<file path="src/rtl/ems_pkg.sv">
// shared types, codes and arithmetic helpers for the eigenpair magnitude sort
package ems_pkg;

   // request action codes
   typedef enum logic [2:0] {
      ACT_LOAD_VALUE  = 3'd0,
      ACT_LOAD_VECTOR = 3'd1,
      ACT_RUN_SORT    = 3'd2,
      ACT_READ_VALUE  = 3'd3,
      ACT_READ_VECTOR = 3'd4
   } action_type;

   // sort mode codes
   localparam logic [1:0] MODE_ASC  = 2'd1;
   localparam logic [1:0] MODE_DESC = 2'd2;

   // csr register indexes
   localparam logic [1:0] CSR_SIZE_IN_USE     = 2'd0;
   localparam logic [1:0] CSR_SORT_MODE       = 2'd1;
   localparam logic [1:0] CSR_VECTORS_PRESENT = 2'd2;
   localparam logic [1:0] CSR_KEEP_PARITY     = 2'd3;

   // csr reset values
   localparam logic [3:0] RST_SIZE_IN_USE     = 4'd8;
   localparam logic [1:0] RST_SORT_MODE       = 2'd0;
   localparam logic       RST_VECTORS_PRESENT = 1'b1;
   localparam logic       RST_KEEP_PARITY     = 1'b0;

   typedef struct packed {
      logic [3:0] size_in_use;
      logic [1:0] sort_mode;
      logic       vectors_present;
      logic       keep_parity;
   } cfg_type;

   typedef struct packed {
      logic        valid;
      logic [31:0] read_data;
      logic        odd_swaps;
   } res_type;

   // absolute value, saturating for the most negative word
   function automatic logic [30:0] magnitude(input logic [31:0] w);
      logic [31:0] m;
      begin
         m = 32'd0 - w;
         if (!w[31]) begin
            magnitude = w[30:0];
         end else if (m[31]) begin
            magnitude = 31'h7FFF_FFFF;
         end else begin
            magnitude = m[30:0];
         end
      end
   endfunction

   // two's complement negate, saturating for the most negative word
   function automatic logic [31:0] negate_sat(input logic [31:0] w);
      begin
         if (w == 32'h8000_0000) begin
            negate_sat = 32'h7FFF_FFFF;
         end else begin
            negate_sat = 32'd0 - w;
         end
      end
   endfunction

endpackage

</file>
<file path="src/rtl/ems_ram.sv">
// generic single write, single read ram with registered read data
module ems_ram #(
   parameter int WIDTH = 32,
   parameter int DEPTH = 8
) (
   input  logic                     clock,
   input  logic                     wr_en,
   input  logic [$clog2(DEPTH)-1:0] wr_addr,
   input  logic [WIDTH-1:0]         wr_data,
   input  logic [$clog2(DEPTH)-1:0] rd_addr,
   output logic [WIDTH-1:0]         rd_data
);

   logic [WIDTH-1:0] mem_ff [DEPTH];
   logic [WIDTH-1:0] rd_data_ff;

   always_ff @(posedge clock) begin
      if (wr_en) begin
         mem_ff[wr_addr] <= wr_data;
      end
      rd_data_ff <= mem_ff[rd_addr];
   end

   assign rd_data = rd_data_ff;

endmodule

</file>
<file path="src/rtl/ems_ctrl.sv">
// sequencer: loads, reads and the selection sort over the value and vector rams
module ems_ctrl #(
   parameter int MAX_SIZE = 8
) (
   input  logic               clock,
   input  logic               reset,
   input  ems_pkg::cfg_type   cfg,
   input  logic               req_valid,
   output logic               req_ready,
   input  logic [2:0]         req_action,
   input  logic [2:0]         req_row,
   input  logic [2:0]         req_col,
   input  logic signed [31:0] req_datum,
   input  logic               out_free,
   output ems_pkg::res_type   res
);

   localparam int IW  = $clog2(MAX_SIZE);
   localparam int CW  = $clog2(MAX_SIZE + 1);
   localparam int VAW = $clog2(MAX_SIZE * MAX_SIZE);

   typedef enum logic [3:0] {
      ST_IDLE, ST_RD, ST_DONE,
      ST_P_START, ST_P_FIRST, ST_P_SCAN, ST_P_DECIDE, ST_SW_B,
      ST_V_RA, ST_V_RB, ST_V_WA, ST_V_WB,
      ST_N_RD, ST_N_WR
   } st_type;

   function automatic logic [VAW-1:0] vaddr(input logic [IW-1:0] r, input logic [IW-1:0] c);
      begin
         vaddr = VAW'(r) * VAW'(MAX_SIZE) + VAW'(c);
      end
   endfunction

   st_type            state_ff, state_in;
   logic [IW-1:0]     i_ff, i_in, j_ff, j_in, best_ff, best_in, r_ff, r_in;
   logic [30:0]       best_mag_ff, best_mag_in;
   logic [31:0]       best_val_ff, best_val_in, val_i_ff, val_i_in, tmp_ff, tmp_in;
   logic              parity_ff, parity_in, rd_zero_ff, rd_zero_in, rd_vec_ff, rd_vec_in;
   logic [IW-1:0]     va_hold_ff, va_hold_in;
   logic [VAW-1:0]    vc_hold_ff, vc_hold_in;

   logic              val_we, vec_we;
   logic [IW-1:0]     val_waddr, val_raddr;
   logic [VAW-1:0]    vec_waddr, vec_raddr;
   logic [31:0]       val_wdata, val_rdata, vec_wdata, vec_rdata;

   logic [CW-1:0]     n_c;
   logic [IW-1:0]     last_idx;
   logic              row_ok, col_ok, sorting, asc, better, last_pass;
   logic [30:0]       cand_mag;
   logic [IW-1:0]     req_r, req_c;
   st_type            end_state, next_pass_state;
   ems_pkg::action_type act;

   ems_ram #(.WIDTH(32), .DEPTH(MAX_SIZE)) u_value_ram (
      .clock   (clock),
      .wr_en   (val_we),
      .wr_addr (val_waddr),
      .wr_data (val_wdata),
      .rd_addr (val_raddr),
      .rd_data (val_rdata)
   );

   ems_ram #(.WIDTH(32), .DEPTH(MAX_SIZE * MAX_SIZE)) u_vector_ram (
      .clock   (clock),
      .wr_en   (vec_we),
      .wr_addr (vec_waddr),
      .wr_data (vec_wdata),
      .rd_addr (vec_raddr),
      .rd_data (vec_rdata)
   );

   always_comb begin
      n_c       = (32'(cfg.size_in_use) > MAX_SIZE) ? CW'(MAX_SIZE) : CW'(cfg.size_in_use);
      last_idx  = IW'(n_c - CW'(1));
      row_ok    = {29'd0, req_row} < 32'(MAX_SIZE);
      col_ok    = {29'd0, req_col} < 32'(MAX_SIZE);
      req_r     = IW'(req_row);
      req_c     = IW'(req_col);
      act       = ems_pkg::action_type'(req_action);
      asc       = (cfg.sort_mode == ems_pkg::MODE_ASC);
      sorting   = asc || (cfg.sort_mode == ems_pkg::MODE_DESC);
      cand_mag  = ems_pkg::magnitude(val_rdata);
      better    = asc ? (cand_mag < best_mag_ff) : (cand_mag > best_mag_ff);
      last_pass = ((i_ff + IW'(1)) == last_idx);
      end_state = (cfg.keep_parity && parity_ff && cfg.vectors_present) ? ST_N_RD : ST_DONE;
      next_pass_state = last_pass ? end_state : ST_P_START;
   end

   always_comb begin
      state_in    = state_ff;
      i_in        = i_ff;
      j_in        = j_ff;
      best_in     = best_ff;
      r_in        = r_ff;
      best_mag_in = best_mag_ff;
      best_val_in = best_val_ff;
      val_i_in    = val_i_ff;
      tmp_in      = tmp_ff;
      parity_in   = parity_ff;
      rd_zero_in  = rd_zero_ff;
      rd_vec_in   = rd_vec_ff;
      va_hold_in  = va_hold_ff;
      vc_hold_in  = vc_hold_ff;
      val_we      = 1'b0;
      val_waddr   = i_ff;
      val_wdata   = best_val_ff;
      val_raddr   = va_hold_ff;
      vec_we      = 1'b0;
      vec_waddr   = vaddr(r_ff, i_ff);
      vec_wdata   = vec_rdata;
      vec_raddr   = vc_hold_ff;
      req_ready   = 1'b0;
      res         = '0;
      res.odd_swaps = parity_ff;

      unique case (state_ff)
         ST_IDLE: begin
            req_ready  = 1'b1;
            va_hold_in = req_r;
            vc_hold_in = vaddr(req_r, req_c);
            val_raddr  = req_r;
            vec_raddr  = vaddr(req_r, req_c);
            val_waddr  = req_r;
            val_wdata  = req_datum;
            vec_waddr  = vaddr(req_r, req_c);
            vec_wdata  = req_datum;
            if (req_valid) begin
               unique case (act)
                  ems_pkg::ACT_LOAD_VALUE: begin
                     val_we = row_ok;
                  end
                  ems_pkg::ACT_LOAD_VECTOR: begin
                     vec_we = row_ok && col_ok;
                  end
                  ems_pkg::ACT_RUN_SORT: begin
                     parity_in = 1'b0;
                     i_in      = '0;
                     state_in  = (sorting && n_c > CW'(1)) ? ST_P_START : ST_DONE;
                  end
                  ems_pkg::ACT_READ_VALUE: begin
                     rd_zero_in = !row_ok;
                     rd_vec_in  = 1'b0;
                     state_in   = ST_RD;
                  end
                  ems_pkg::ACT_READ_VECTOR: begin
                     rd_zero_in = !(row_ok && col_ok);
                     rd_vec_in  = 1'b1;
                     state_in   = ST_RD;
                  end
                  default: begin
                  end
               endcase
            end
         end
         ST_RD: begin
            if (out_free) begin
               res.valid     = 1'b1;
               res.read_data = rd_zero_ff ? 32'd0 : (rd_vec_ff ? vec_rdata : val_rdata);
               state_in      = ST_IDLE;
            end
         end
         ST_DONE: begin
            if (out_free) begin
               res.valid = 1'b1;
               state_in  = ST_IDLE;
            end
         end
         ST_P_START: begin
            val_raddr = i_ff;
            state_in  = ST_P_FIRST;
         end
         ST_P_FIRST: begin
            val_raddr   = i_ff + IW'(1);
            best_in     = i_ff;
            best_mag_in = cand_mag;
            best_val_in = val_rdata;
            val_i_in    = val_rdata;
            j_in        = i_ff + IW'(1);
            state_in    = ST_P_SCAN;
         end
         ST_P_SCAN: begin
            val_raddr = j_ff + IW'(1);
            if (better) begin
               best_in     = j_ff;
               best_mag_in = cand_mag;
               best_val_in = val_rdata;
            end
            j_in = j_ff + IW'(1);
            if (j_ff == last_idx) begin
               state_in = ST_P_DECIDE;
            end
         end
         ST_P_DECIDE: begin
            if (best_ff == i_ff) begin
               i_in     = i_ff + IW'(1);
               state_in = next_pass_state;
            end else begin
               val_we    = 1'b1;
               val_waddr = i_ff;
               val_wdata = best_val_ff;
               parity_in = !parity_ff;
               state_in  = ST_SW_B;
            end
         end
         ST_SW_B: begin
            val_we    = 1'b1;
            val_waddr = best_ff;
            val_wdata = val_i_ff;
            r_in      = '0;
            if (cfg.vectors_present) begin
               state_in = ST_V_RA;
            end else begin
               i_in     = i_ff + IW'(1);
               state_in = next_pass_state;
            end
         end
         ST_V_RA: begin
            vec_raddr = vaddr(r_ff, i_ff);
            state_in  = ST_V_RB;
         end
         ST_V_RB: begin
            vec_raddr = vaddr(r_ff, best_ff);
            tmp_in    = vec_rdata;
            state_in  = ST_V_WA;
         end
         ST_V_WA: begin
            vec_we    = 1'b1;
            vec_waddr = vaddr(r_ff, i_ff);
            vec_wdata = vec_rdata;
            state_in  = ST_V_WB;
         end
         ST_V_WB: begin
            vec_we    = 1'b1;
            vec_waddr = vaddr(r_ff, best_ff);
            vec_wdata = tmp_ff;
            if (r_ff == last_idx) begin
               r_in     = '0;
               i_in     = i_ff + IW'(1);
               state_in = next_pass_state;
            end else begin
               r_in     = r_ff + IW'(1);
               state_in = ST_V_RA;
            end
         end
         ST_N_RD: begin
            vec_raddr = vaddr(r_ff, '0);
            state_in  = ST_N_WR;
         end
         ST_N_WR: begin
            vec_we    = 1'b1;
            vec_waddr = vaddr(r_ff, '0);
            vec_wdata = ems_pkg::negate_sat(vec_rdata);
            r_in      = r_ff + IW'(1);
            state_in  = (r_ff == last_idx) ? ST_DONE : ST_N_RD;
         end
         default: begin
            state_in = ST_IDLE;
         end
      endcase
   end

   always_ff @(posedge clock) begin
      if (reset) begin
         state_ff  <= ST_IDLE;
         parity_ff <= 1'b0;
      end else begin
         state_ff  <= state_in;
         parity_ff <= parity_in;
      end
      i_ff        <= i_in;
      j_ff        <= j_in;
      best_ff     <= best_in;
      r_ff        <= r_in;
      best_mag_ff <= best_mag_in;
      best_val_ff <= best_val_in;
      val_i_ff    <= val_i_in;
      tmp_ff      <= tmp_in;
      rd_zero_ff  <= rd_zero_in;
      rd_vec_ff   <= rd_vec_in;
      va_hold_ff  <= va_hold_in;
      vc_hold_ff  <= vc_hold_in;
   end

   // vector ram only moves during a run when columns follow the values
   a_vec_write_gated: assert property (@(posedge clock) disable iff (reset)
      (vec_we && state_ff != ST_IDLE) |-> cfg.vectors_present)
      else $error("vector store written during a run without vectors present");

   // a result is only offered when the output register can take it
   a_res_has_room: assert property (@(posedge clock) disable iff (reset)
      res.valid |-> out_free)
      else $error("result offered while output register is full");

   // the scan index stays ahead of the pass index and inside the used size
   a_scan_bounds: assert property (@(posedge clock) disable iff (reset)
      (state_ff == ST_P_SCAN) |-> (j_ff > i_ff && CW'(j_ff) < n_c))
      else $error("scan index out of range");

   // the negation pass only follows an odd exchange count with parity keeping on
   a_negate_cause: assert property (@(posedge clock) disable iff (reset)
      (state_ff == ST_N_RD) |-> (parity_ff && cfg.keep_parity))
      else $error("column negation without odd parity");

   // the chosen entry never lies before the slot being filled
   a_best_order: assert property (@(posedge clock) disable iff (reset)
      (state_ff == ST_P_DECIDE) |-> (best_ff >= i_ff))
      else $error("selected entry precedes the current slot");

endmodule

</file>
<file path="src/rtl/eigenpair_magnitude_sort.sv">
// top level of the eigenpair magnitude sort: csr bank, sequencer and result register
//
// Holds up to MAX_SIZE signed Q15.16 eigenvalues in a small value ram and a
// MAX_SIZE x MAX_SIZE eigenvector store in a second ram (column c pairs with
// value c). Load beats (actions 0 and 1) are taken one per cycle while the
// block is idle and make no response. A read beat (actions 3 and 4) holds the
// block until its response goes out and returns the stored word, or zero for
// an index at or beyond MAX_SIZE. A run beat (action 2) selection-sorts the
// first n values by magnitude (n is size_in_use capped at MAX_SIZE) and
// returns one zero-data response carrying odd_swaps. Both rams have a single
// read port with registered read data. Each of the n-1 passes scans the
// magnitudes and decides; if a later entry wins, it exchanges the values and,
// when vectors are present, the columns. An optional column 0 negation
// follows the passes, and last the response is handed out. Further request
// beats are held off until the run finishes. The response sits in an output
// register, so loads keep flowing while a response waits to be taken.
// The most negative value has magnitude 0x7FFFFFFF and ties with the largest
// positive value; ties keep the earlier entry. CSR writes are only expected
// while idle.
module eigenpair_magnitude_sort #(
   parameter int MAX_SIZE = 8
) (
   input  logic               clock,
   input  logic               reset,
   // csr write port
   input  logic               csr_write_enable,
   input  logic [1:0]         csr_index,
   input  logic [3:0]         csr_wdata,
   // request channel
   input  logic               req_valid,
   output logic               req_ready,
   input  logic [2:0]         req_action,
   input  logic [2:0]         req_row,
   input  logic [2:0]         req_col,
   input  logic signed [31:0] req_datum,
   // response channel
   output logic               rsp_valid,
   input  logic               rsp_ready,
   output logic signed [31:0] rsp_read_data,
   output logic               rsp_odd_swaps
);

   ems_pkg::cfg_type cfg_ff, cfg_in;
   ems_pkg::res_type res;
   logic             rsp_valid_ff, rsp_valid_in;
   logic [31:0]      rsp_data_ff, rsp_data_in;
   logic             rsp_odd_ff, rsp_odd_in;
   logic             out_free;

   // csr bank, fields masked to their widths
   always_comb begin
      cfg_in = cfg_ff;
      if (csr_write_enable) begin
         unique case (csr_index)
            ems_pkg::CSR_SIZE_IN_USE:     cfg_in.size_in_use     = csr_wdata;
            ems_pkg::CSR_SORT_MODE:       cfg_in.sort_mode       = csr_wdata[1:0];
            ems_pkg::CSR_VECTORS_PRESENT: cfg_in.vectors_present = csr_wdata[0];
            ems_pkg::CSR_KEEP_PARITY:     cfg_in.keep_parity     = csr_wdata[0];
            default: begin
            end
         endcase
      end
   end

   // output register frees when empty or drained this cycle
   assign out_free = !rsp_valid_ff || rsp_ready;

   ems_ctrl #(.MAX_SIZE(MAX_SIZE)) u_ctrl (
      .clock      (clock),
      .reset      (reset),
      .cfg        (cfg_ff),
      .req_valid  (req_valid),
      .req_ready  (req_ready),
      .req_action (req_action),
      .req_row    (req_row),
      .req_col    (req_col),
      .req_datum  (req_datum),
      .out_free   (out_free),
      .res        (res)
   );

   // response beat register
   always_comb begin
      rsp_valid_in = rsp_valid_ff;
      rsp_data_in  = rsp_data_ff;
      rsp_odd_in   = rsp_odd_ff;
      if (res.valid) begin
         rsp_valid_in = 1'b1;
         rsp_data_in  = res.read_data;
         rsp_odd_in   = res.odd_swaps;
      end else if (rsp_ready) begin
         rsp_valid_in = 1'b0;
      end
   end

   always_ff @(posedge clock) begin
      if (reset) begin
         cfg_ff.size_in_use     <= ems_pkg::RST_SIZE_IN_USE;
         cfg_ff.sort_mode       <= ems_pkg::RST_SORT_MODE;
         cfg_ff.vectors_present <= ems_pkg::RST_VECTORS_PRESENT;
         cfg_ff.keep_parity     <= ems_pkg::RST_KEEP_PARITY;
         rsp_valid_ff           <= 1'b0;
      end else begin
         cfg_ff       <= cfg_in;
         rsp_valid_ff <= rsp_valid_in;
      end
      rsp_data_ff <= rsp_data_in;
      rsp_odd_ff  <= rsp_odd_in;
   end

   assign rsp_valid     = rsp_valid_ff;
   assign rsp_read_data = rsp_data_ff;
   assign rsp_odd_swaps = rsp_odd_ff;

   // a waiting response is never overwritten before it is taken
   a_rsp_no_overwrite: assert property (@(posedge clock) disable iff (reset)
      (rsp_valid_ff && !rsp_ready) |=> (rsp_valid_ff && $stable(rsp_data_ff)
                                        && $stable(rsp_odd_ff)))
      else $error("pending response overwritten");

   // a run or read request is never taken while the block is busy
   a_busy_blocks: assert property (@(posedge clock) disable iff (reset)
      (req_valid && req_ready && (req_action == ems_pkg::ACT_RUN_SORT
                                  || req_action == ems_pkg::ACT_READ_VALUE
                                  || req_action == ems_pkg::ACT_READ_VECTOR))
      |=> !req_ready)
      else $error("request taken while previous work pending");

   // a response beat only appears after the sequencer produced one
   a_rsp_source: assert property (@(posedge clock) disable iff (reset)
      $rose(rsp_valid_ff) |-> $past(res.valid))
      else $error("response appeared without a result");

endmodule
</file>
<file path="config.mk">
export PLATFORM = sky130hd
export DESIGN_NAME = eigenpair_magnitude_sort
export DESIGN_NICKNAME = d
export VERILOG_FILES = /design/src/rtl/ems_pkg.sv /design/src/rtl/ems_ram.sv /design/src/rtl/ems_ctrl.sv /design/src/rtl/eigenpair_magnitude_sort.sv
export SDC_FILE = /design/constraint.sdc
export NUM_CORES = 2
export LEC_CHECK = 0
export BUFFER_PORTS_ARGS = -buffer_cell sky130_fd_sc_hd__buf_4
export CORE_MARGIN = 5
export CORE_UTILIZATION = 47
export CTS_BUF_LIST = sky130_fd_sc_hd__clkbuf_2 sky130_fd_sc_hd__clkbuf_4 sky130_fd_sc_hd__clkbuf_8
export DETAILED_ROUTE_END_ITERATION = 16
export PLACE_DENSITY_LB_ADDON = 0.2
export REMOVE_ABC_BUFFERS = 1
export SLEW_MARGIN = 0
export SYNTH_ARGS = -nofsm -noshare
export SYNTH_HDL_FRONTEND = slang
export SYNTH_HIERARCHICAL = 1
export SYNTH_SLANG_ARGS = --single-unit
</file>
<file path="constraint.sdc">
create_clock -name clock -period 7.5 [get_ports clock]
set_clock_uncertainty 0.2 [all_clocks]
set_input_delay 1.125 -clock clock [delete_from_list [all_inputs] [get_ports clock]]
set_output_delay 1.125 -clock clock [all_outputs]
set_load 0.02 [all_outputs]
</file>
Word level (Yosys, flattened, before mapping)
Memories as Yosys holds them, arrays and structs flattened. A register that Yosys moved wholly into a read port is not among the register bits.
Index checks and enable logic that the tools add are counted.
{ "word_totals": {"regBits": 196, "latchBits": 0, "ram_bits": 2304, "romBits": 0, "inputBits": 52, "out_inout_bits": 35, "mem_count": 2} }
{ "mem_list": {"columns": ["name", "depth", "width", "rd", "rd_ports_with_merged_regs", "wr", "line", "text"], "rows": [
  ["u_ctrl.u_vector_ram.mem_ff", 64, 32, 1, 1, 1, "ems_ram.sv:14", "logic [WIDTH-1:0] mem_ff [DEPTH];"],
  ["u_ctrl.u_value_ram.mem_ff", 8, 32, 1, 1, 1, "ems_ram.sv:14", null]
]} }
{ "classes": {"addsub": 9, "multipliers": 0, "div_mod_pow": 0, "n_lt_le_gt_ge": 4, "eq_ne": 37, "shift": 0, "n_mux": 61, "n_bitwise": 2, "reduce_logical": 29} }
{ "op_table": {"columns": ["cell", "n"], "rows": [
  ["one-hot mux 32 bit (2 select lines)", 2],
  ["two-way mux 32 bit", 3],
  ["one-hot mux 32 bit (3 select lines)", 1],
  ["two-way mux 31 bit", 3],
  ["subtractor 1 x 32 -> 32 bit, first input constant", 2],
  ["one-hot mux 31 bit (2 select lines)", 1],
  ["one-hot mux 4 bit (13 select lines)", 1],
  ["two-way mux 4 bit", 10],
  ["two-way mux 33 bit", 1],
  ["equality test 32 bit, second input constant", 1],
  ["greater-than comparator 31 bit", 1],
  ["less-than comparator 31 bit", 1],
  ["equality test 4 bit, second input constant", 6],
  ["one-hot mux 3 bit (4 select lines)", 2],
  ["one-hot mux 6 bit (4 select lines)", 1],
  ["two-way mux 3 bit", 7],
  ["adder 6 x 3 -> 6 bit", 3],
  ["two-way mux 1 bit", 18],
  ["one-hot mux 3 bit (2 select lines)", 3],
  ["one-hot mux 6 bit (3 select lines)", 1],
  ["equality test 4 x 3 -> 1 bit, second input constant", 4],
  ["equality test 3 bit", 4],
  ["!= test 2 x 1 -> 1 bit, second input constant", 5],
  ["AND reduction 2 bit", 5],
  ["other kinds (32)", 56]
]} }

Logic depth before layout (Yosys ltp)
{ "depth": {"ltp_word": 8, "mapped_depth": 17, "mapped_depth_nobuf": 14} }

By module
The synthesis kept the hierarchy.
{ "by_module_without_submodules": {"columns": ["mod", "n_inst", "cells_per_inst", "area_each_um2", "seq_area_each_um2"], "rows": [
  ["ems_ram at u_ctrl.u_vector_ram", 1, 3324, 78515.3, 62139.6],
  ["ems_ram at u_ctrl.u_value_ram", 1, 415, 10466.3, 8328.0],
  ["ems_ctrl", 1, 1055, 10198.5, 4484.3],
  ["eigenpair_magnitude_sort", 1, 72, 1387.6, 1171.1]
]} }

Worst setup path after synthesis
Ideal clock, no wire load.
{ "synth_timing": {"path_kind": "register to register", "from": "reg u_ctrl.u_value_ram.rd_data_ff[7] (netlist: u_ctrl/u_value_ram/rd_data[7]), read port of u_ctrl.u_value_ram.mem_ff", "to": "reg u_ctrl.best_ff[0] (enable)", "arrival_ns": 6.011, "t_required_ns": 6.808, "path_slack_ns": 0.797, "stages_incl_launch_ff": 15, "n_path_buf": 2, "period_less_slack_ns": 6.703, "cell_sequence": "dfxtp_1 > or4_1 > nor4_4 > and3_1 > nand4_1 > clkbuf_1 > clkbuf_1 > nand2_1 > ha_1 > a21oi_1 > o21ai_0 > a2111oi_0 > a211oi_1 > o21ba_2 > nor2_1"} }
{ "synth_via": {"elab_chain_len": 7, "elab_cells_between_ends": 8} }
{ "synth_lines": {"columns": ["element", "line", "text"], "rows": [
  ["from (decl)", "ems_ram.sv:15", "logic [WIDTH-1:0] rd_data_ff;"],
  ["subtractor 1 x 32 -> 32 bit", "ems_pkg.sv:46", "m = 32'd0 - w;"],
  ["two-way mux 31 bit", "ems_pkg.sv:49", "end else if (m[31]) begin"],
  ["two-way mux 31 bit *", "ems_pkg.sv:47", "if (!w[31]) begin"],
  ["greater-than comparator 31 bit / less-than comparator 31 bit (equally long branches)", "ems_ctrl.sv:85", "better = asc ? (cand_mag < best_mag_ff) : (cand_mag > best_mag_ff);"],
  ["two-way mux 1 bit *", "ems_ctrl.sv:85", null],
  ["!= test 2 x 1 -> 1 bit (no line) *", null, null],
  ["AND reduction 2 bit (no line) *", null, null],
  ["to (signal assigned)", "ems_ctrl.sv:274", "best_ff <= best_in;"],
  ["to (decl)", "ems_ctrl.sv:36", "logic [IW-1:0] i_ff, i_in, j_ff, j_in, best_ff, best_in, r_ff, r_in;"]
]} }
Every way passes the cells marked *; elsewhere a longest branch is shown, timed or not.
A chain may end at the register's enable or synchronous reset.

Worst setup path after layout
{ "layout_timing": {"from": "reg u_ctrl.state_ff[2]", "to": "reg u_ctrl.u_vector_ram.rd_data_ff[13] (netlist: u_ctrl/u_vector_ram/rd_data[13]), read port of u_ctrl.u_vector_ram.mem_ff"} }
{ "layout_via": {"elab_chain_len": 2, "elab_cells_between_ends": 5} }
{ "layout_lines": {"columns": ["element", "line", "text"], "rows": [
  ["from (decl)", "ems_ctrl.sv:35", "st_type state_ff, state_in;"],
  ["from (signal assigned)", "ems_ctrl.sv:269", "state_ff <= state_in;"],
  ["equality test 4 bit / zero test 4 bit (equally long branches)", "ems_ctrl.sv:118", "unique case (state_ff)"],
  ["one-hot mux 6 bit (4 select lines) *", "ems_ctrl.sv:118", null],
  ["net u_ctrl.vec_raddr[0]", "ems_ctrl.sv:45", "logic [VAW-1:0] vec_waddr, vec_raddr;"],
  ["to (decl)", "ems_ram.sv:15", null]
]} }
Mark *: on every way through the listed nets, which the timed path passes. The rest lies on a longest branch.

==> flow_summary.toml <==
[die]
io_pins = 87
start_util_pct = 47.32
core_area_sq_um = 212500
die_w_um = 472.6
die_h_um = 472.6
rows = 169
die_area_sq_um = 223300

[timing]
finalSetupViolCount = 0
setup-tns-final_ns = 0
hold_viol_final = 0
slew_headroom_pct = 11.43
rsz0062_at_grt = "no"
tightestPinTransition_ns = 1.325
drv_slew = 0
finalWorstSetupSlack_ns = 1.818
post-route-period-util_pct = 75.76
fmax_ghz = 0.1760
min_period_ns = 5.682

[final_layout]
syn2layout_area_growth_pct = 13.48
final_cell_area_sq_um = 114100
fin_cells = 8427
fin_nets = 5368
utilization_pct = 53.70
drive_gt1_share_pct = 29.88
fillers = 16430

[clocking]
cts_tree = "built"
clk_latency_ns = 1.07
numCtsBuffers = 419
h-tree-depth = 5
ctsResizeCount = 0
cts_root_buf = "clkbuf_8"
clock_sinks = 2561
clock_path_buffers = 4
clkTransAtPathRegs_ns = 0.06

[detailed_routing]
drt_iter0_markers = 6058
drt_first_pass_iters = 5
drt-total-wl_um = 267100
routedWlPerCell_um = 31.70
antenna_left = 0
drc_errors = 0
via_count = 52000
vias_per_cell = 6.171

[synth]
synth_flop_cell = "edfxtp_1"
synth.avg_cell_area_sq_um = 20.67
async_flop_share_pct = 0
post-synth-top-count-cell = "edfxtp_1"
yosysUniqueCellTypes = 90
synth_common_cells = "2483 x edfxtp_1, 568 x mux4_2, 239 x nor2_1"
syn_area_sq_um = 100600
ys_top_cells_by_area = "edfxtp_1 74%, mux4_2 13%, dfxtp_1 1.6%, mux2i_1 1.4%, mux4_1 1.0%"
synth_top_area_share_pct = 74.14
synth_edf_count = 2483
synth_area_leader_cell = "edfxtp_1"
synth-seq-cells = 2561
ys_warn_count = 6
syn_inst = 4866
ys_seq_area_share_pct = 75.69

[worst_setup_path]
cp.required_ns = 8.21
path_class = "reg -> reg"
reg2reg_to = "u_ctrl/u_vector_ram/rd_data[13]"
reg2reg_from = "u_ctrl/state_ff[2]"
crit_path_start = "u_ctrl/state_ff[2]"
r2r_slack_ns = 1.82
cp_cell_sequence = "nor2_1 -> nand2_1 -> inv_2 -> buf_4 -> a221o_4 -> buf_12 -> mux4_2 -> mux4_2 -> o22ai_1 -> nor2_1"
ff2ff_path_depth = 10
crit_slowest_cell = "a221o_4"
timing.critical_path.slowest_cell_delay_ns = 0.84
critPathMaxFanout = 51
arrival_ns = 6.39
end_kind = "flip-flop"
start_kind = "flip-flop"
crit_path_end = "u_ctrl/u_vector_ram/rd_data[13]"

[power_and_ir_drop]
vdd_drop_max_mv = 0.3549
p_leak_nw = 36.53
cellPowerDensity_nw_per_um2 = 396.6

[placed_design]
hpwlAfterDp_um = 157700
dp_cells = 7671
dpl_cell_area_sq_um = 105900
port_buffers = 86
place_ws_ns = 1.820
gp_congestion = 0.8915

[global_routing]
grt_pass1_wl_um = 380300
grt_pass1_vias = 51810
overflow = 0
grt_max_degree = 109
antenna_found_initial = 6
track_usage_pct = 23.69

[worst_hold_path]
hold_class = "in -> reg"
hold_depth = 3

[run]
cap_violations = 0

[outcome]
status = "complete, no violations"
==> flip-flops by register name, summed over array words and instances (netlist names), 3 cells and up <==
signal,cells
rsp_read_data,32
u_ctrl/va_hold_ff,3
u_ctrl/vc_hold_ff,3
u_ctrl/u_value_ram/mem_ff,256
u_ctrl/j_ff,3
cfg_ff,8
u_ctrl/r_ff,3
u_ctrl/u_vector_ram/rd_data,32
u_ctrl/tmp_ff,32
u_ctrl/best_mag_ff,31
u_ctrl/i_ff,3
u_ctrl/best_ff,3
u_ctrl/val_i_ff,32
u_ctrl/u_value_ram/rd_data,32
u_ctrl/best_val_ff,32
u_ctrl/u_vector_ram/mem_ff,2048
u_ctrl/state_ff,4
==> per-layer routing <==
| metal | GRT usage (%) | share of wire (%) |
|---|---|---|
| met5 | 0 | 0.0045 |
| met3 | 4.914 | 9.6 |
| met4 | 6.711 | 2.6 |
| met2 | 36.23 | 46 |
| met1 | 35.01 | 42 |
==> kinds of logic (layout without fill, tap and decap cells) <==
family	count (synthesis)	after routing	synth area share (%)
xor+xnor	42	42	0.3944
simple gates	642	642	3.109
buf+inv	324	1061	1.489
other cells	0	3	0
fa+ha+maj	40	40	0.4952
mux	788	788	15.61
compound gates	469	469	3.212
flops	2561	2561	75.69
==> timing repair <==
action,in CTS,in global routing
endpoints found under the hold margin,6,0
hold buffers,6,0
setup endpoints to repair,0,0
buffers inserted,0,0
==> power by group <==
part	leakage, nW	switching, mW	total, mW	internal, mW
registers	23.0	0.802	19.5	18.7
logic	9.12	9.19	13.9	4.66
clock network	4.39	5.37	11.9	6.57
total	36.5	15.4	45.3	29.9
==> final cells by class <==
class	count	area, sq um	area share [%]
repair buffers	258	2140	1.875
multi-input cells	1981	23910	20.95
well taps	2821	3530	3.093
inverters	56	210.2	0.1842
clock inverters	148	915.9	0.8025
flip-flops and latches	2561	76120	66.70
diodes	3	7.507	0.006578
clock buffers	599	7287	6.385
==> worst min-delay path by stage <==
stage	endpoint	startpoint
after global routing	cfg_ff[7]	csr_wdata[3]
after CTS	cfg_ff[7]	csr_wdata[3]
after detailed placement	cfg_ff[4]	cfg_ff[4]
after floorplan	cfg_ff[4]	cfg_ff[4]
after global placement	cfg_ff[4]	cfg_ff[4]
final	cfg_ff[7]	csr_wdata[3]
==> worst max-delay path, delay by kind of cell, from the launching register on <==
kind	cells	cell delay [ns]
buffers and inverters	3	1.03
AND/OR/NAND/NOR	3	0.86
AO/OA/AOI/OAI	2	1.55
flip-flops	1	0.56
multiplexers	2	1.18
==> metrics by stage <==
stage                     power, mW  hold slack [ns]
after floorplan               28.61           0.2472
after global placement        33.37           0.2678
after detailed placement      33.56           0.2669
after CTS                     45.48          0.02088
after global routing          46.93          0.07748
final                         45.26           0.1443
==> placed cells by master (no fill, tap or decap), types with 17 or more instances in the layout <==
cell type,count
buf_4,237
or3_1,17
nor2b_1,31
inv_1,54
clkinv_2,53
ha_1,39
clkbuf_4,153
clkbuf_8,446
o21ai_0,33
mux4_2,568
xor2_1,28
nand2b_1,29
a22oi_1,61
mux2_2,40
nand3_1,22
clkinv_1,77
dfxtp_1,78
nor2_4,72
mux4_1,40
a21oi_1,100
nand2_1,158
mux2i_1,140
o221ai_1,29
nor2_1,166
o22ai_1,88
nor3_1,25
edfxtp_1,2483
Power figures use the tool's default switching activity.
